## src/rtl/jsv_pkg.sv

```systemverilog
`timescale 1ns / 1ps
// Package for the JSON syntax validator: depth limit, parser phases, verdict
// codes and byte class / literal helpers. No dependencies.
package jsv_pkg;

  // Deepest container nesting that a value may start in
  localparam int MAX_DEPTH  = 16;
  // Nesting level counts 0 .. MAX_DEPTH+1
  localparam int LVL_W      = $clog2(MAX_DEPTH + 2);
  // Container kind stack holds MAX_DEPTH+1 entries
  localparam int KIND_DEPTH = MAX_DEPTH + 1;
  localparam int KIND_IDX_W = $clog2(KIND_DEPTH);

  typedef enum logic [4:0] {
    PH_VALUE     = 5'd0,
    PH_ARR_FIRST = 5'd1,
    PH_OBJ_FIRST = 5'd2,
    PH_KEY       = 5'd3,
    PH_COLON     = 5'd4,
    PH_AFTER     = 5'd5,
    PH_TRAIL     = 5'd6,
    PH_STR       = 5'd7,
    PH_STR_ESC   = 5'd8,
    PH_STR_HEX   = 5'd9,
    PH_KEY_STR   = 5'd10,
    PH_KEY_ESC   = 5'd11,
    PH_KEY_HEX   = 5'd12,
    PH_LITERAL   = 5'd13,
    PH_N_MINUS   = 5'd14,
    PH_N_ZERO    = 5'd15,
    PH_N_INT     = 5'd16,
    PH_N_DOT     = 5'd17,
    PH_N_FRAC    = 5'd18,
    PH_N_EXP     = 5'd19,
    PH_N_ESIGN   = 5'd20,
    PH_N_EDIG    = 5'd21
  } phase_t;

  typedef enum logic [1:0] {
    VERDICT_PENDING = 2'd0,
    VERDICT_VALID   = 2'd1,
    VERDICT_INVALID = 2'd2
  } verdict_t;

  typedef enum logic [1:0] {
    LIT_TRUE  = 2'd0,
    LIT_FALSE = 2'd1,
    LIT_NULL  = 2'd2
  } lit_kind_t;

  function automatic logic is_ws(input logic [7:0] c);
    return (c == 8'h20) || (c == 8'h09) || (c == 8'h0D) || (c == 8'h0A);
  endfunction

  function automatic logic is_digit(input logic [7:0] c);
    return (c >= "0") && (c <= "9");
  endfunction

  function automatic logic is_hex(input logic [7:0] c);
    return is_digit(c) || ((c >= "a") && (c <= "f")) || ((c >= "A") && (c <= "F"));
  endfunction

  function automatic logic is_simple_escape(input logic [7:0] c);
    return (c == "\"") || (c == "\\") || (c == "/") || (c == "b") ||
           (c == "f") || (c == "n") || (c == "r") || (c == "t");
  endfunction

  // Character at a position of true / false / null
  function automatic logic [7:0] lit_char(input logic [1:0] kind, input logic [2:0] pos);
    logic [7:0] c;
    c = 8'h00;
    unique case (kind)
      LIT_TRUE: begin
        unique case (pos)
          3'd0: c = "t";
          3'd1: c = "r";
          3'd2: c = "u";
          3'd3: c = "e";
          default: c = 8'h00;
        endcase
      end
      LIT_FALSE: begin
        unique case (pos)
          3'd0: c = "f";
          3'd1: c = "a";
          3'd2: c = "l";
          3'd3: c = "s";
          3'd4: c = "e";
          default: c = 8'h00;
        endcase
      end
      LIT_NULL: begin
        unique case (pos)
          3'd0: c = "n";
          3'd1: c = "u";
          3'd2: c = "l";
          3'd3: c = "l";
          default: c = 8'h00;
        endcase
      end
      default: c = 8'h00;
    endcase
    return c;
  endfunction

  function automatic logic [2:0] lit_len(input logic [1:0] kind);
    return (kind == LIT_FALSE) ? 3'd5 : 3'd4;
  endfunction

endpackage

```

## src/rtl/jsv_in_if.sv

```systemverilog
`timescale 1ns / 1ps
// Input channel of the JSON syntax validator: one document byte per word.
// No dependencies.
interface jsv_in_if;
  logic       valid;
  logic       ready;
  logic [7:0] text_byte;
  logic       end_of_text;

  modport source (output valid, output text_byte, output end_of_text, input ready);
  modport sink   (input valid, input text_byte, input end_of_text, output ready);
endinterface

```

## src/rtl/jsv_out_if.sv

```systemverilog
`timescale 1ns / 1ps
// Result channel of the JSON syntax validator: one verdict per word.
// No dependencies.
interface jsv_out_if;
  logic       valid;
  logic       ready;
  logic [1:0] verdict;
  logic       document_done;

  modport source (output valid, output verdict, output document_done, input ready);
  modport sink   (input valid, input verdict, input document_done, output ready);
endinterface

```

## src/rtl/json_syntax_validator.sv

```systemverilog
`timescale 1ns / 1ps
// Streaming JSON syntax validator, top level.
// Uses jsv_pkg, jsv_in_if and jsv_out_if.
//
// Feed the bytes of a document one per input word, with end_of_text set on
// the last one; every byte gives exactly one result word, in the cycle after it
// is taken. verdict reads 0 while the document is still valid so far and 2
// once it is known to be invalid; on the last byte document_done is 1 and
// verdict is 1 (valid) or 2 (invalid), after which the parser is back at its
// reset state for the next document. The block takes one byte every clock:
// the parser phase, nesting level and container-kind stack top are updated
// as the byte is taken and the result sits in one output register, so input
// ready is low only while that register holds a word the sink has not taken.
// Nesting deeper than MAX_DEPTH+1 containers is reported invalid.
module json_syntax_validator
  import jsv_pkg::*;
(
  input  logic      clk,
  input  logic      rst,
  jsv_in_if.sink    byte_in,
  jsv_out_if.source result_out
);

  // Parser state
  phase_t            phase, phase_next;
  logic [LVL_W-1:0]  lvl, lvl_next;
  logic [2:0]        lit_pos, lit_pos_next;
  logic [1:0]        lit_kind, lit_kind_next;
  logic [2:0]        hex_left, hex_left_next;
  logic              err, err_next;
  logic              kinds [KIND_DEPTH];

  // Result register
  logic              out_valid;
  logic [1:0]        out_verdict, out_verdict_next;
  logic              out_done;

  // Working signals
  logic              accept;
  logic [7:0]        c;
  logic [LVL_W-1:0]  lvl_dec;
  logic              top_obj;
  phase_t            vd_phase, close_phase, ph1;
  logic              do_struct, want_start, kind_we, complete;
  logic [2:0]        lit_pos_inc;

  assign byte_in.ready = !out_valid || result_out.ready;
  assign accept        = byte_in.valid && byte_in.ready;
  assign c             = byte_in.text_byte;

  assign lvl_dec     = lvl - LVL_W'(1);
  assign top_obj     = (lvl != '0) ? kinds[lvl_dec[KIND_IDX_W-1:0]] : 1'b0;
  assign vd_phase    = (lvl == '0) ? PH_TRAIL : PH_AFTER;
  assign close_phase = (lvl_dec == '0) ? PH_TRAIL : PH_AFTER;
  assign lit_pos_inc = lit_pos + 3'd1;

  // Next parser state for the byte on the input
  always_comb begin
    phase_next       = phase;
    lvl_next         = lvl;
    lit_pos_next     = lit_pos;
    lit_kind_next    = lit_kind;
    hex_left_next    = hex_left;
    err_next         = err;
    ph1              = phase;
    do_struct        = 1'b1;
    want_start       = 1'b0;
    kind_we          = 1'b0;
    complete         = 1'b0;
    out_verdict_next = VERDICT_PENDING;

    if (!err) begin
      // Number phases: either consume the byte or end the value and fall
      // through to the structural step on the same byte
      unique case (phase)
        PH_N_MINUS: begin
          do_struct = 1'b0;
          if (c == "0") phase_next = PH_N_ZERO;
          else if (is_digit(c)) phase_next = PH_N_INT;
          else err_next = 1'b1;
        end
        PH_N_ZERO: begin
          if (c == ".") begin
            do_struct = 1'b0; phase_next = PH_N_DOT;
          end else if (c == "e" || c == "E") begin
            do_struct = 1'b0; phase_next = PH_N_EXP;
          end else begin
            ph1 = vd_phase; phase_next = vd_phase;
          end
        end
        PH_N_INT: begin
          if (is_digit(c)) begin
            do_struct = 1'b0;
          end else if (c == ".") begin
            do_struct = 1'b0; phase_next = PH_N_DOT;
          end else if (c == "e" || c == "E") begin
            do_struct = 1'b0; phase_next = PH_N_EXP;
          end else begin
            ph1 = vd_phase; phase_next = vd_phase;
          end
        end
        PH_N_DOT: begin
          do_struct = 1'b0;
          if (is_digit(c)) phase_next = PH_N_FRAC;
          else err_next = 1'b1;
        end
        PH_N_FRAC: begin
          if (is_digit(c)) begin
            do_struct = 1'b0;
          end else if (c == "e" || c == "E") begin
            do_struct = 1'b0; phase_next = PH_N_EXP;
          end else begin
            ph1 = vd_phase; phase_next = vd_phase;
          end
        end
        PH_N_EXP: begin
          do_struct = 1'b0;
          if (c == "+" || c == "-") phase_next = PH_N_ESIGN;
          else if (is_digit(c)) phase_next = PH_N_EDIG;
          else err_next = 1'b1;
        end
        PH_N_ESIGN: begin
          do_struct = 1'b0;
          if (is_digit(c)) phase_next = PH_N_EDIG;
          else err_next = 1'b1;
        end
        PH_N_EDIG: begin
          if (is_digit(c)) begin
            do_struct = 1'b0;
          end else begin
            ph1 = vd_phase; phase_next = vd_phase;
          end
        end
        default: ;
      endcase

      // Structural and string phases
      if (do_struct) begin
        unique case (ph1)
          PH_VALUE: begin
            if (!is_ws(c)) want_start = 1'b1;
          end
          PH_ARR_FIRST: begin
            if (!is_ws(c)) begin
              if (c == "]") begin
                lvl_next = lvl_dec; phase_next = close_phase;
              end else begin
                want_start = 1'b1;
              end
            end
          end
          PH_OBJ_FIRST: begin
            if (!is_ws(c)) begin
              if (c == "}") begin
                lvl_next = lvl_dec; phase_next = close_phase;
              end else if (c == "\"") phase_next = PH_KEY_STR;
              else err_next = 1'b1;
            end
          end
          PH_KEY: begin
            if (!is_ws(c)) begin
              if (c == "\"") phase_next = PH_KEY_STR;
              else err_next = 1'b1;
            end
          end
          PH_COLON: begin
            if (!is_ws(c)) begin
              if (c == ":") phase_next = PH_VALUE;
              else err_next = 1'b1;
            end
          end
          PH_AFTER: begin
            if (!is_ws(c)) begin
              if (lvl == '0 || lvl > LVL_W'(MAX_DEPTH + 1)) err_next = 1'b1;
              else if (c == ",") phase_next = top_obj ? PH_KEY : PH_VALUE;
              else if ((top_obj && c == "}") || (!top_obj && c == "]")) begin
                lvl_next = lvl_dec; phase_next = close_phase;
              end else err_next = 1'b1;
            end
          end
          PH_TRAIL: begin
            if (!is_ws(c)) err_next = 1'b1;
          end
          PH_STR, PH_KEY_STR: begin
            if (c == "\"") phase_next = (ph1 == PH_KEY_STR) ? PH_COLON : vd_phase;
            else if (c < 8'h20) err_next = 1'b1;
            else if (c == "\\") phase_next = (ph1 == PH_KEY_STR) ? PH_KEY_ESC : PH_STR_ESC;
          end
          PH_STR_ESC, PH_KEY_ESC: begin
            if (c == "u") begin
              hex_left_next = 3'd4;
              phase_next    = (ph1 == PH_KEY_ESC) ? PH_KEY_HEX : PH_STR_HEX;
            end else if (is_simple_escape(c)) begin
              phase_next = (ph1 == PH_KEY_ESC) ? PH_KEY_STR : PH_STR;
            end else err_next = 1'b1;
          end
          PH_STR_HEX, PH_KEY_HEX: begin
            if (!is_hex(c)) begin
              err_next = 1'b1;
            end else begin
              if (hex_left != 3'd0) hex_left_next = hex_left - 3'd1;
              if (hex_left <= 3'd1) phase_next = (ph1 == PH_KEY_HEX) ? PH_KEY_STR : PH_STR;
            end
          end
          PH_LITERAL: begin
            if (lit_kind == 2'd3 || lit_pos >= lit_len(lit_kind) ||
                c != lit_char(lit_kind, lit_pos)) begin
              err_next = 1'b1;
            end else begin
              lit_pos_next = lit_pos_inc;
              if (lit_pos_inc == lit_len(lit_kind)) phase_next = vd_phase;
            end
          end
          default: err_next = 1'b1;
        endcase
      end

      // Start of a new value
      if (want_start) begin
        if (lvl > LVL_W'(MAX_DEPTH)) err_next = 1'b1;
        else if (c == "\"") phase_next = PH_STR;
        else if (c == "{" || c == "[") begin
          kind_we    = 1'b1;
          lvl_next   = lvl + LVL_W'(1);
          phase_next = (c == "{") ? PH_OBJ_FIRST : PH_ARR_FIRST;
        end else if (c == "t" || c == "f" || c == "n") begin
          lit_kind_next = (c == "t") ? LIT_TRUE : ((c == "f") ? LIT_FALSE : LIT_NULL);
          lit_pos_next  = 3'd1;
          phase_next    = PH_LITERAL;
        end else if (c == "-") phase_next = PH_N_MINUS;
        else if (c == "0") phase_next = PH_N_ZERO;
        else if (c >= "1" && c <= "9") phase_next = PH_N_INT;
        else err_next = 1'b1;
      end
    end

    // Verdict, and return to reset state at the end of a document
    if (byte_in.end_of_text) begin
      complete = (phase_next == PH_TRAIL) ||
                 ((lvl_next == '0) &&
                  (phase_next == PH_N_ZERO || phase_next == PH_N_INT ||
                   phase_next == PH_N_FRAC || phase_next == PH_N_EDIG));
      out_verdict_next = (!err_next && complete) ? VERDICT_VALID : VERDICT_INVALID;
      phase_next       = PH_VALUE;
      lvl_next         = '0;
      lit_pos_next     = 3'd0;
      lit_kind_next    = 2'd0;
      hex_left_next    = 3'd0;
      err_next         = 1'b0;
    end else begin
      out_verdict_next = err_next ? VERDICT_INVALID : VERDICT_PENDING;
    end
  end

  // Parser state registers
  always_ff @(posedge clk) begin
    if (rst) begin
      phase    <= PH_VALUE;
      lvl      <= '0;
      lit_pos  <= 3'd0;
      lit_kind <= 2'd0;
      hex_left <= 3'd0;
      err      <= 1'b0;
    end else if (accept) begin
      phase    <= phase_next;
      lvl      <= lvl_next;
      lit_pos  <= lit_pos_next;
      lit_kind <= lit_kind_next;
      hex_left <= hex_left_next;
      err      <= err_next;
    end
  end

  // Container kind stack: written when a container opens
  always_ff @(posedge clk) begin
    if (accept && kind_we) begin
      kinds[lvl[KIND_IDX_W-1:0]] <= (c == "{");
    end
  end

  // Result register
  always_ff @(posedge clk) begin
    if (rst) begin
      out_valid <= 1'b0;
    end else if (accept) begin
      out_valid <= 1'b1;
    end else if (result_out.ready) begin
      out_valid <= 1'b0;
    end
  end

  always_ff @(posedge clk) begin
    if (accept) begin
      out_verdict <= out_verdict_next;
      out_done    <= byte_in.end_of_text;
    end
  end

  assign result_out.valid         = out_valid;
  assign result_out.verdict       = out_verdict;
  assign result_out.document_done = out_done;

endmodule

```

## src/flat_wrapper.sv

```systemverilog
// flat-port wrapper written by rule: the top's interface ports become plain ports
module json_syntax_validator_flat import jsv_pkg::*;
  (clk, rst, byte_in_valid, byte_in_text_byte, byte_in_end_of_text, byte_in_ready, result_out_valid, result_out_verdict, result_out_document_done, result_out_ready);
  jsv_in_if byte_in_i ();
  jsv_out_if result_out_i ();
  input  logic clk;
  input  logic rst;
  input wire logic [$bits(byte_in_i.valid)-1:0] byte_in_valid;
  input wire logic [$bits(byte_in_i.text_byte)-1:0] byte_in_text_byte;
  input wire logic [$bits(byte_in_i.end_of_text)-1:0] byte_in_end_of_text;
  output wire logic [$bits(byte_in_i.ready)-1:0] byte_in_ready;
  output wire logic [$bits(result_out_i.valid)-1:0] result_out_valid;
  output wire logic [$bits(result_out_i.verdict)-1:0] result_out_verdict;
  output wire logic [$bits(result_out_i.document_done)-1:0] result_out_document_done;
  input wire logic [$bits(result_out_i.ready)-1:0] result_out_ready;
  assign byte_in_i.valid = byte_in_valid;
  assign byte_in_i.text_byte = byte_in_text_byte;
  assign byte_in_i.end_of_text = byte_in_end_of_text;
  assign byte_in_ready = byte_in_i.ready;
  assign result_out_valid = result_out_i.valid;
  assign result_out_verdict = result_out_i.verdict;
  assign result_out_document_done = result_out_i.document_done;
  assign result_out_i.ready = result_out_ready;
  json_syntax_validator u_core (.clk(clk), .rst(rst), .byte_in(byte_in_i), .result_out(result_out_i));
endmodule
```

## config.mk

```make
export PLATFORM = sky130hd
export DESIGN_NAME = json_syntax_validator_flat
export DESIGN_NICKNAME = d
export VERILOG_FILES = /design/src/rtl/jsv_pkg.sv /design/src/rtl/jsv_in_if.sv /design/src/rtl/jsv_out_if.sv /design/src/rtl/json_syntax_validator.sv /design/src/flat_wrapper.sv
export SDC_FILE = /design/constraint.sdc
export NUM_CORES = 1
export LEC_CHECK = 0
export CAP_MARGIN = 15
export CORE_AREA = 2 2 92 94
export DETAILED_ROUTE_END_ITERATION = 8
export DIE_AREA = 0 0 94 96
export DONT_BUFFER_PORTS = 1
export GPL_TIMING_DRIVEN = 0
export MAX_ROUTING_LAYER = met4
export PLACE_DENSITY = 0.88
export SYNTH_ARGS = -nofsm -noshare
export SYNTH_HDL_FRONTEND = slang
export SYNTH_SLANG_ARGS = --single-unit
```

## constraint.sdc

```tcl
create_clock -name clk -period 8.1 [get_ports clk]
set_input_delay 0.81 -clock clk [delete_from_list [all_inputs] [get_ports clk]]
set_output_delay 0.81 -clock clk [all_outputs]
set_load 0.02 [all_outputs]
```

# Word-level counts from Yosys, hierarchy flattened
# Memory sizes are Yosys's and may differ from the RTL's.
# Cells that the tools add are included.
[word_totals]
reg_bits = 23
mem_bits_rw = 17
output_inout_bits = 5
wordCells = 322
n_memories = 1
[classes]
n_addsub = 4
order_cmp = 12
eq_ne = 67
mux = 167
n_reduce_logical = 62
[memory_table]
columns = ["memory", "depth", "word_bits", "read_ports", "rd_ports_with_merged_regs", "wr", "line", "rtl"]
rows = [
  ["u_core.kinds", 17, 1, 1, 0, 1, "json_syntax_validator.sv:31", "logic kinds [KIND_DEPTH];"],
]
[ops]
columns = ["op", "n"]
rows = [
  ["5-bit two-way mux", 63],
  ["8-bit by 7-bit equality test with 1-bit output (second input constant)", 13],
  ["8-bit by 6-bit equality test with 1-bit output (second input constant)", 9],
  ["1-bit two-way mux", 52],
  ["3-bit two-way mux", 17],
  ["5-bit by 4-bit equality test with 1-bit output (second input constant)", 9],
  ["5-bit equality test (second input constant)", 9],
  ["5-bit one-hot mux with 9 select lines", 1],
  ["5-bit one-hot mux with 8 select lines", 1],
  ["7-bit one-hot mux with 5 select lines", 1],
  ["2-bit two-way mux", 17],
  ["7-bit one-hot mux with 4 select lines", 1],
  ["1-bit logical OR", 26],
  ["5-bit by 3-bit equality test with 1-bit output (second input constant)", 5],
  ["8-bit by 4-bit equality test with 1-bit output (second input constant)", 3],
  ["8-bit two-way mux", 3],
  ["8-bit one-hot mux with 3 select lines", 1],
  ["7-bit one-hot mux with 3 select lines", 1],
  ["5-bit logical NOT", 4],
  ["5-bit one-hot mux with 4 select lines", 1],
  ["8-bit by 6-bit greater-or-equal comparator with 1-bit output (second input constant)", 2],
  ["8-bit by 7-bit greater-or-equal comparator with 1-bit output (second input constant)", 2],
  ["8-bit by 7-bit <= comparator with 1-bit output (second input constant)", 2],
  ["5-bit one-hot mux with 3 select lines", 1],
  ["37 further kinds", 68],
]

# Longest topological paths before layout
# Gate-level depths: netlist of the first run.
[depth]
ltp_word = 34
ltp_mapped = 17
mapped_depth_nobuf = 14

# Least setup slack after synthesis of the first run
# No wires, ideal clock.
[synth_path]
path_type = "register -> register"
startpoint = "register u_core.lvl[0]"
endpoint = "register u_core.out_verdict[0] (netlist: u_core.result_out.verdict[0]) (data pin)"
setup_time_ps = 255
t_arrival_ps = 3691
required_ps = 7845
setup_slack_ps = 4154
path_stages_with_launch = 17
n_path_buf = 2
period_less_slack_ps = 3946
cell_sequence = "dfxtp_1 > clkbuf_1 > inv_1 > ha_1 > mux4_2 > mux2i_1 > o31ai_1 > and4_1 > or2_2 > clkbuf_1 > o221a_2 > o2111ai_1 > a211oi_1 > a2111oi_0 > o32ai_1 > o2bb2ai_1 > and3_1"
[synth_between]
elab_chain_cells = 32
[synth_lines]
columns = ["element", "line", "rtl"]
rows = [
  ["start: declaration", "json_syntax_validator.sv:26", "logic [LVL_W-1:0] lvl, lvl_next;"],
  ["start signal: assignment", "json_syntax_validator.sv:266", "lvl <= lvl_next;"],
  ["branches (longest 29 deep; another with 5-bit by 1-bit subtractor with 5-bit output)", "n/a", ""],
  ["1-bit logical AND (*)", "json_syntax_validator.sv:243", "out_verdict_next = (!err_next && complete) ? VERDICT_VALID : VERDICT_INVALID;"],
  ["2-bit two-way mux (*)", "json_syntax_validator.sv:243", ""],
  ["2-bit two-way mux (*)", "json_syntax_validator.sv:238", "if (byte_in.end_of_text) begin"],
  ["end signal: assignment", "json_syntax_validator.sv:294", "out_verdict <= out_verdict_next;"],
  ["end: declaration", "json_syntax_validator.sv:35", "logic [1:0] out_verdict, out_verdict_next;"],
]
# Every way passes the cells marked *. The select of a mux whose other input is x is not followed.
# A chain may end at the register's enable or synchronous reset.

# Worst setup path after layout of the first run
[layout_path]
startpoint = "register u_core.lvl[0]"
endpoint = "register u_core.out_verdict[1] (netlist: u_core.result_out.verdict[1]) (data pin)"
[layout_between]
elab_chain_cells = 32
[layout_lines]
columns = ["element", "line"]
rows = [
  ["branches (longest 31 deep; another with 5-bit by 1-bit subtractor with 5-bit output)", "n/a"],
  ["2-bit two-way mux (*)", "json_syntax_validator.sv:238"],
  ["via u_core.out_verdict_next[1]", "json_syntax_validator.sv:35"],
]
# Mark *: on every way through the listed nets, which the timed path passes. The select of a mux whose other input is x is not followed.

==> results.md, run 1 <==
* Setup ws final at ~2.7 ns
* Post-place instance area at roughly 5200 um2
* GR Util All Layers at 0.454
* Leak at roughly 1.7 nW
* Largest cells by area after synthesis: edfxtp_1 (12%), dfxtp_1 (7.9%), nor2_1 (6.7%)
* R2R Path End: u_core.result_out.verdict[1]
* Setup bufs post-CTS at 0
* Hold-fix buffers, CTS at 0
* Max Clk Rate at 185 MHz
* Rel. slew slack at 0.268
* Core region area at between 8000 and 9000 um2
* First-pass GRT wire length at 30,800 um
* Final Util at 0.663
* Most used standard cell by instance count after synthesis: nor2_1
* CTS H-tree lvls at 2
* Hold path depth at 2
* HPWL after detailed placement at around 15,000 um
* PortBufs at 0
* Final Hold Vio Count at 0
* Family with the most delay on the worst path: compound AO/OA/AOI/OAI gates
* Tcrit/Tclk final at 0.668
* Sw Ratio at 0.311
* Fraction of registers with async set/reset at 0
* CTS tree: yes
* Post-synth top area share at 0.118
* Mapped cell area at 5070 um2
* Post-Syn Area per Cell at 7.36 um2
* Max Buffers Root-to-Sink at 2
* CP arrival at 5.44 ns
* Fin area at roughly 5300 um2
* Initial Util at 0.630
* Synth-to-Final Area Change at 5.38%
* Peak supply drop at between 0.1 and 0.15 mV
* Initial antenna violation count at 0
* Final wirelength at roughly 20,000 um
* RR Startpoint: u_core.lvl[0]
* Max cap viols at 0
* Clk_lat worst skew at ~0.3 ns
* Sink Count at 40
* Hold worst-path end: u_core.hex_left[2]
* Cell taking the most area after synthesis: edfxtp_1
* Reg clk slew, reported paths at about 0.080 ns
* Crit. End Element: flop
* Detail Route Antenna Nets at 0
* Psw at approximately 150 uW
* Synthesized flop and latch total at 40
* Layout Nets at roughly 730
* Routed wire per std cell at between 20 and 25 um
* RSZ-0062 raised after global routing: no
* Slew @ Worst Pin at approximately 1.1 ns
* Max incr delay on CP at roughly 0.66 ns
* Die Y-Extent at approximately 96 um
* Synth top cells by count: nor2_1 (91), nand2_1 (59), a21oi_1 (47)
* Vias in the first global route at between 5,000 and 6,000
* Post-CTS sizing at 0
* Internal power at 339 uW
* Count of cell types in the netlist at 95
* Ys Warns at 0
* Hold slack at 0.549 ns
* Worst Path Required at around 8.1 ns
* Buf+Inv Stages, Crit Path at 3
* N_diodes at 0
* GR Overflow Total at 0
* Vias at 6,234
* TritonCTS Buffers at 5
* Post-synth EDFFs at 20
* Number of DRC markers in iteration 0 at approximately 850
* Vias/cell at slightly below 8
* Placement Rows at 33
* Comb power frac at 0.222
* Seq/Total Area, Yosys at 0.197
* Min-delay src: u_core.hex_left[2]
* Final TNS setup at 0 ns
* Largest net degree at the start of global routing at 21
* Io pins at 18
* Critical-path cell list: clkbuf_1 -> inv_1 -> ha_1 -> or4b_1 -> buf_2 -> a21oi_2 -> a22o_1 -> o2111ai_1 -> a21oi_1 -> o21ai_0 -> o211ai_1 -> nor4_1 -> o31a_1 -> o21ai_0 -> a211oi_1 -> a2bb2oi_1
* Critical path's slowest cell: o2111ai_1
* Final count of negative-setup-slack endpoints at 0
* Pre-CTS WS at a little under 3 ns
* Outcome: complete, no violations
* Clock skew at between 0.009 and 0.01 ns
* Most frequent CP cell: o21ai_0
* Syn Inst Count at roughly 700
* R2r setup slk at approximately 2.7 ns
* Type of origin of the critical path: flop
* RD Place Congestion at between 1 and 1.5
* Crit path time final at 5.41 ns
* CP Class: reg -> reg
* # fillers at between 600 and 700
* Layout cell share with drive strength beyond 1 at 0.0971
* TritonRoute pass-1 iters at 7
* HP Class: reg -> reg
* CP max FO at 9
* Root Buffer: clkbuf_8
* Die ar. at ~9000 um2
* Net Count, Synth at 717
* Flop pwr share at 0.440
* Post-synth top flop: edfxtp_1
* Number of remaining DRC errors at 0
* Part of the power in the clock network at 0.338
* Die width at 94 um
* Fin. max-slew vios at 0
* Pwr/cell area at about 92 nW/um2
* Reg2Reg Depth at 16
[per-stage QoR]
| stage | std cells | power (mW) |
|---|---|---|
| global route | 805 | 0.503 |
| CTS | 803 | 0.483 |
| detailed placement | 795 | 0.324 |
| global placement | 794 | 0.322 |
| finish | 805 | 0.492 |
| floorplan | 689 | 0.298 |
[registers in the layout (all words and copies together) (netlist names)]
register / count
u_core.err: 1
u_core.hex_left: 3
u_core.kinds: 17
u_core.lit_kind: 2
u_core.lit_pos: 3
u_core.lvl: 5
u_core.phase: 5
u_core.result_out.document_done: 1
u_core.result_out.valid: 1
u_core.result_out.verdict: 2
[metal layers]
| layer | wire, um | global-route usage | up-vias |
|---|---|---|---|
| met3 | 2330 | 0.0744 | 150 |
| met5 | 0 | - | - |
| met2 | 8720 | 0.713 | 598 |
| li1 | - | - | 2675 |
| met1 | 7020 | 0.551 | 2811 |
| met4 | 1480 | 0.271 | 0 |
[layout by cell type (no fill, tap or decap), types with 5 or more instances in the layout]
cell	netlist	final
nor2_1	91	91
nand2_1	59	59
a21oi_1	47	47
o21ai_0	36	36
nor3_1	28	28
clkbuf_1	24	24
inv_1	21	21
dfxtp_1	20	20
edfxtp_1	20	20
nand3_1	17	17
buf_2	16	16
ha_1	15	15
nand2b_1	14	14
nor2b_1	13	13
a211oi_1	13	13
a22oi_1	12	12
nor4_1	12	12
or3_1	11	11
nor3b_1	10	10
a31oi_1	10	10
nand4_1	9	9
and3_1	9	9
o211ai_1	9	9
mux2i_1	8	8
a21o_1	7	7
xnor2_1	7	7
or2_2	6	6
o21a_1	6	6
o31ai_1	6	6
o22ai_1	5	5
nor4b_1	6	5
a221oi_1	5	5
clkbuf_8	0	5
[worst max-delay path by stage]
stage,startpoint,end,slack (ns),depth (start not counted)
finish,u_core.lvl[0],u_core.result_out.verdict[1],2.69,16
global route,u_core.lvl[0],u_core.result_out.verdict[1],2.43,16
CTS,u_core.lvl[0],u_core.result_out.verdict[1],2.94,16
detailed placement,u_core.lvl[0],u_core.result_out.verdict[1],2.93,16
global placement,u_core.lvl[0],u_core.result_out.verdict[1],2.91,16
floorplan,u_core.lvl[0],u_core.result_out.verdict[0],4.15,16
[cell type report]
class / instances / area, um2 / area share
plain buffers: 44 / 193 / 0.0361
flip-flops and latches: 40 / 1000 / 0.187
multi-input cells: 584 / 3800 / 0.712
well taps: 105 / 131 / 0.0246
inverters: 21 / 78.8 / 0.0148
repair buffers: 3 / 23.8 / 0.00445
clock buffers: 5 / 68.8 / 0.0129
clock inverters: 3 / 42.5 / 0.00796
[tightest hold or removal path, stage by stage, from the launching register on]
cell and delay, ns:
dfxtp_1 0.33, inv_1 0.08, a221oi_1 0.08
[power groups by stage]
stage | Clock (mW) | Combinational (mW) | Sequential (mW)
floorplan | 0 | 0.0770 | 0.221
global placement | 0 | 0.101 | 0.221
detailed placement | 0 | 0.103 | 0.221
CTS | 0.163 | 0.103 | 0.217
global route | 0.170 | 0.116 | 0.217
finish | 0.166 | 0.109 | 0.217
[kinds of logic after synthesis]
group | after synthesis | synth area share
compound gates | 229 | 0.321
xor+xnor | 9 | 0.0156
buf+inv | 65 | 0.0536
fa+ha+maj | 15 | 0.0370
simple gates | 318 | 0.339
mux | 13 | 0.0358
flops | 40 | 0.197
No activity file was read; power rests on OpenSTA's default activity.
==> run 2, diff against run 1 <==
--- a/config.mk
+++ b/config.mk
@@ -6,13 +6,13 @@
 export NUM_CORES = 1
 export LEC_CHECK = 0
 export CAP_MARGIN = 15
-export CORE_AREA = 2 2 92 94
+export CORE_AREA = 2 2 95 97
 export DETAILED_ROUTE_END_ITERATION = 8
-export DIE_AREA = 0 0 94 96
+export DIE_AREA = 0 0 97 99
 export DONT_BUFFER_PORTS = 1
 export GPL_TIMING_DRIVEN = 0
 export MAX_ROUTING_LAYER = met4
-export PLACE_DENSITY = 0.88
+export PLACE_DENSITY = 0.87
 export SYNTH_ARGS = -nofsm -noshare
 export SYNTH_HDL_FRONTEND = slang
 export SYNTH_SLANG_ARGS = --single-unit
==> constraint.sdc (replaced) <==
create_clock -name clk -period 4.4 [get_ports clk]
set_input_delay 0.44 -clock clk [delete_from_list [all_inputs] [get_ports clk]]
set_output_delay 0.44 -clock clk [all_outputs]
set_load 0.02 [all_outputs]
==> results.md, run 2 (synthesized netlist as in run 1, its figures left out) <==
* CP arrival at 4.42 ns (-1.02 ns)
* HPWL after detailed placement at 14,300 um (-1.8%)
* Layout cell share with drive strength beyond 1 at 0.150 (+0.0529)
* Initial antenna violation count at 0 (unchanged)
* Most common cell after layout, fill and taps aside: nor2_1
* Number of DRC markers in iteration 0 at 852 (-0.23%)
* Max cap viols at 0 (unchanged)
* Slew @ Worst Pin at 1.15 ns (+0.0590 ns)
* CP Class: reg -> reg
* Crit. End Element: flop
* Largest net degree at the start of global routing at 21 (unchanged)
* Reg2Reg Depth at 13 (-3)
* Final Hold Vio Count at 0 (unchanged)
* Outcome: complete, no violations
* Max Buffers Root-to-Sink at 2 (unchanged)
* Fin area at 5690 um2 (+6.4%)
* First-pass GRT wire length at 30,700 um (-0.34%)
* Core region area at 8550 um2 (+6.2%)
* Clock skew at 0.0172 ns (+0.00772 ns)
* Largest register FFs at 17 (unchanged)
* N_diodes at 0 (unchanged)
* CP max FO at 8 (-1)
* Critical path's slowest cell: a21boi_1
* Routed wire per std cell at 24.3 um (about the same)
* Setup ws final at 0.0234 ns (-2.67 ns)
* GR Util All Layers at 0.408 (-0.0461)
* Die ar. at 9600 um2 (+6.4%)
* Most frequent cells in the layout: nor2_1 (90), nand2_1 (59), a21oi_1 (47)
* Hold slack at 0.229 ns (-0.320 ns)
* Hold path depth at 1 (-1)
* Die width at 97 um (+3.2%)
* CTS tree: yes
* Synth-to-Final Area Change at 12.2%
* Worst Path Required at 4.44 ns (-3.69 ns)
* Detail Route Antenna Nets at 0 (unchanged)
* Most frequent CP cell: o21ai_0
* Max incr delay on CP at 0.58 ns (-0.08 ns)
* TritonRoute pass-1 iters at 6 (-1)
* Vias at 6,274 (+0.64%)
* Placement Rows at 34 (+3.0%)
* Die Y-Extent at 99 um (+3.1%)
* Io pins at 18 (unchanged)
* RD Place Congestion at 1.14 (+1.7%)
* Max Clk Rate at 228 MHz (+24%)
* Final wirelength at 20,000 um (+2.1%)
* Sink Count at 40 (unchanged)
* GR Overflow Total at 0 (unchanged)
* Clk_lat worst skew at 0.31 ns (about the same)
* Leak at 1.84 nW (+7.8%)
* TritonCTS Buffers at 5 (unchanged)
* HP Class: in -> reg
* Post-place instance area at 5210 um2 (-0.17%)
* Pre-CTS WS at -0.774 ns (-3.70 ns)
* Tcrit/Tclk final at 0.995 (+0.327)
* Crit path time final at 4.38 ns (-1.03 ns)
* Type of origin of the critical path: flop
* Number of remaining DRC errors at 0 (unchanged)
* Pwr/cell area at 183 nW/um2 (+98%)
* PortBufs at 0 (unchanged)
* Root Buffer: clkbuf_8
* Vias/cell at 7.64 (-1.3%)
* Critical-path cell list: nand2b_1 -> or2_0 -> clkbuf_1 -> a22o_1 -> a21boi_1 -> o21ai_0 -> a31oi_2 -> o2111ai_1 -> a211oi_1 -> o22ai_1 -> o21ai_0 -> a211oi_2 -> and3_1
* CTS H-tree lvls at 2 (unchanged)
* Final count of negative-setup-slack endpoints at 0 (unchanged)
* Vias in the first global route at 5,806 (+3.0%)
* Reg clk slew, reported paths at 0.09 ns (about the same)
* Peak supply drop at 0.448 mV (+250%)
* Fin. max-slew vios at 0 (unchanged)
* Initial Util at 0.593 (-0.0368)
* Layout Nets at 740 (+1.8%)
* Final TNS setup at 0 ns (unchanged)
* Rel. slew slack at 0.225 (-0.0434)
* Hold-fix buffers, CTS at 0 (unchanged)
## run 2: final timing paths
| path | from | endpoint | slack, ns |
|---|---|---|---|
| max reg2reg | u_core.phase[3] | u_core.result_out.verdict[0] | 0.02 |
| max | u_core.phase[3] | u_core.result_out.verdict[0] | 0.02 |
| min | rst | u_core.lit_pos[2] | 0.23 |
| min reg2reg | u_core.hex_left[1] | u_core.hex_left[1] | 0.52 |
## run 2: metrics by stage
stage,util,std cells,power [mW]
global placement,0.609,797,0.593
detailed placement,0.609,797,0.598
CTS,0.636,809,1.01
finish,0.665,821,1.04
floorplan,-,689,0.548
global route,0.665,821,1.06
## run 2: where the power goes
part,internal (mW),switching (mW),total [mW]
clock network,0.284,0.134,0.418
registers,0.393,0.00670,0.400
logic,0.0747,0.147,0.222
## run 2: timing repair
item	CTS	global route
pin swaps	6	15
gates resized for setup	10	34
hold endpoints to repair	0	0
setup endpoints to repair	24	22
setup buffers	4	11
## run 2: final cells by class
cell class                 count  area (um2)
multi-input combinational    584        3970
fill                         679        2870
sequential                    40        1000
buffer                        43         209
tap                          108         135
timing repair buffer          17         125
clock inverter                 3        90.1
inverter                      21        82.6
clock buffer                   5        68.8
## run 2: routing by layer
metal  routed length, um  share of wire  track usage
met5                   0              0            -
met1                7050           0.35        0.480
met3                2270           0.11       0.0645
met4                1680          0.084        0.258
met2                8970           0.45        0.652
## run 2: worst max-delay path: cells and delay by family (launching register included)
| kind | cells | cell delay [ns] |
|---|---|---|
| buf+inv | 1 | 0.17 |
| simple gates | 3 | 0.77 |
| flops | 1 | 0.41 |
| compound gates | 9 | 2.73 |
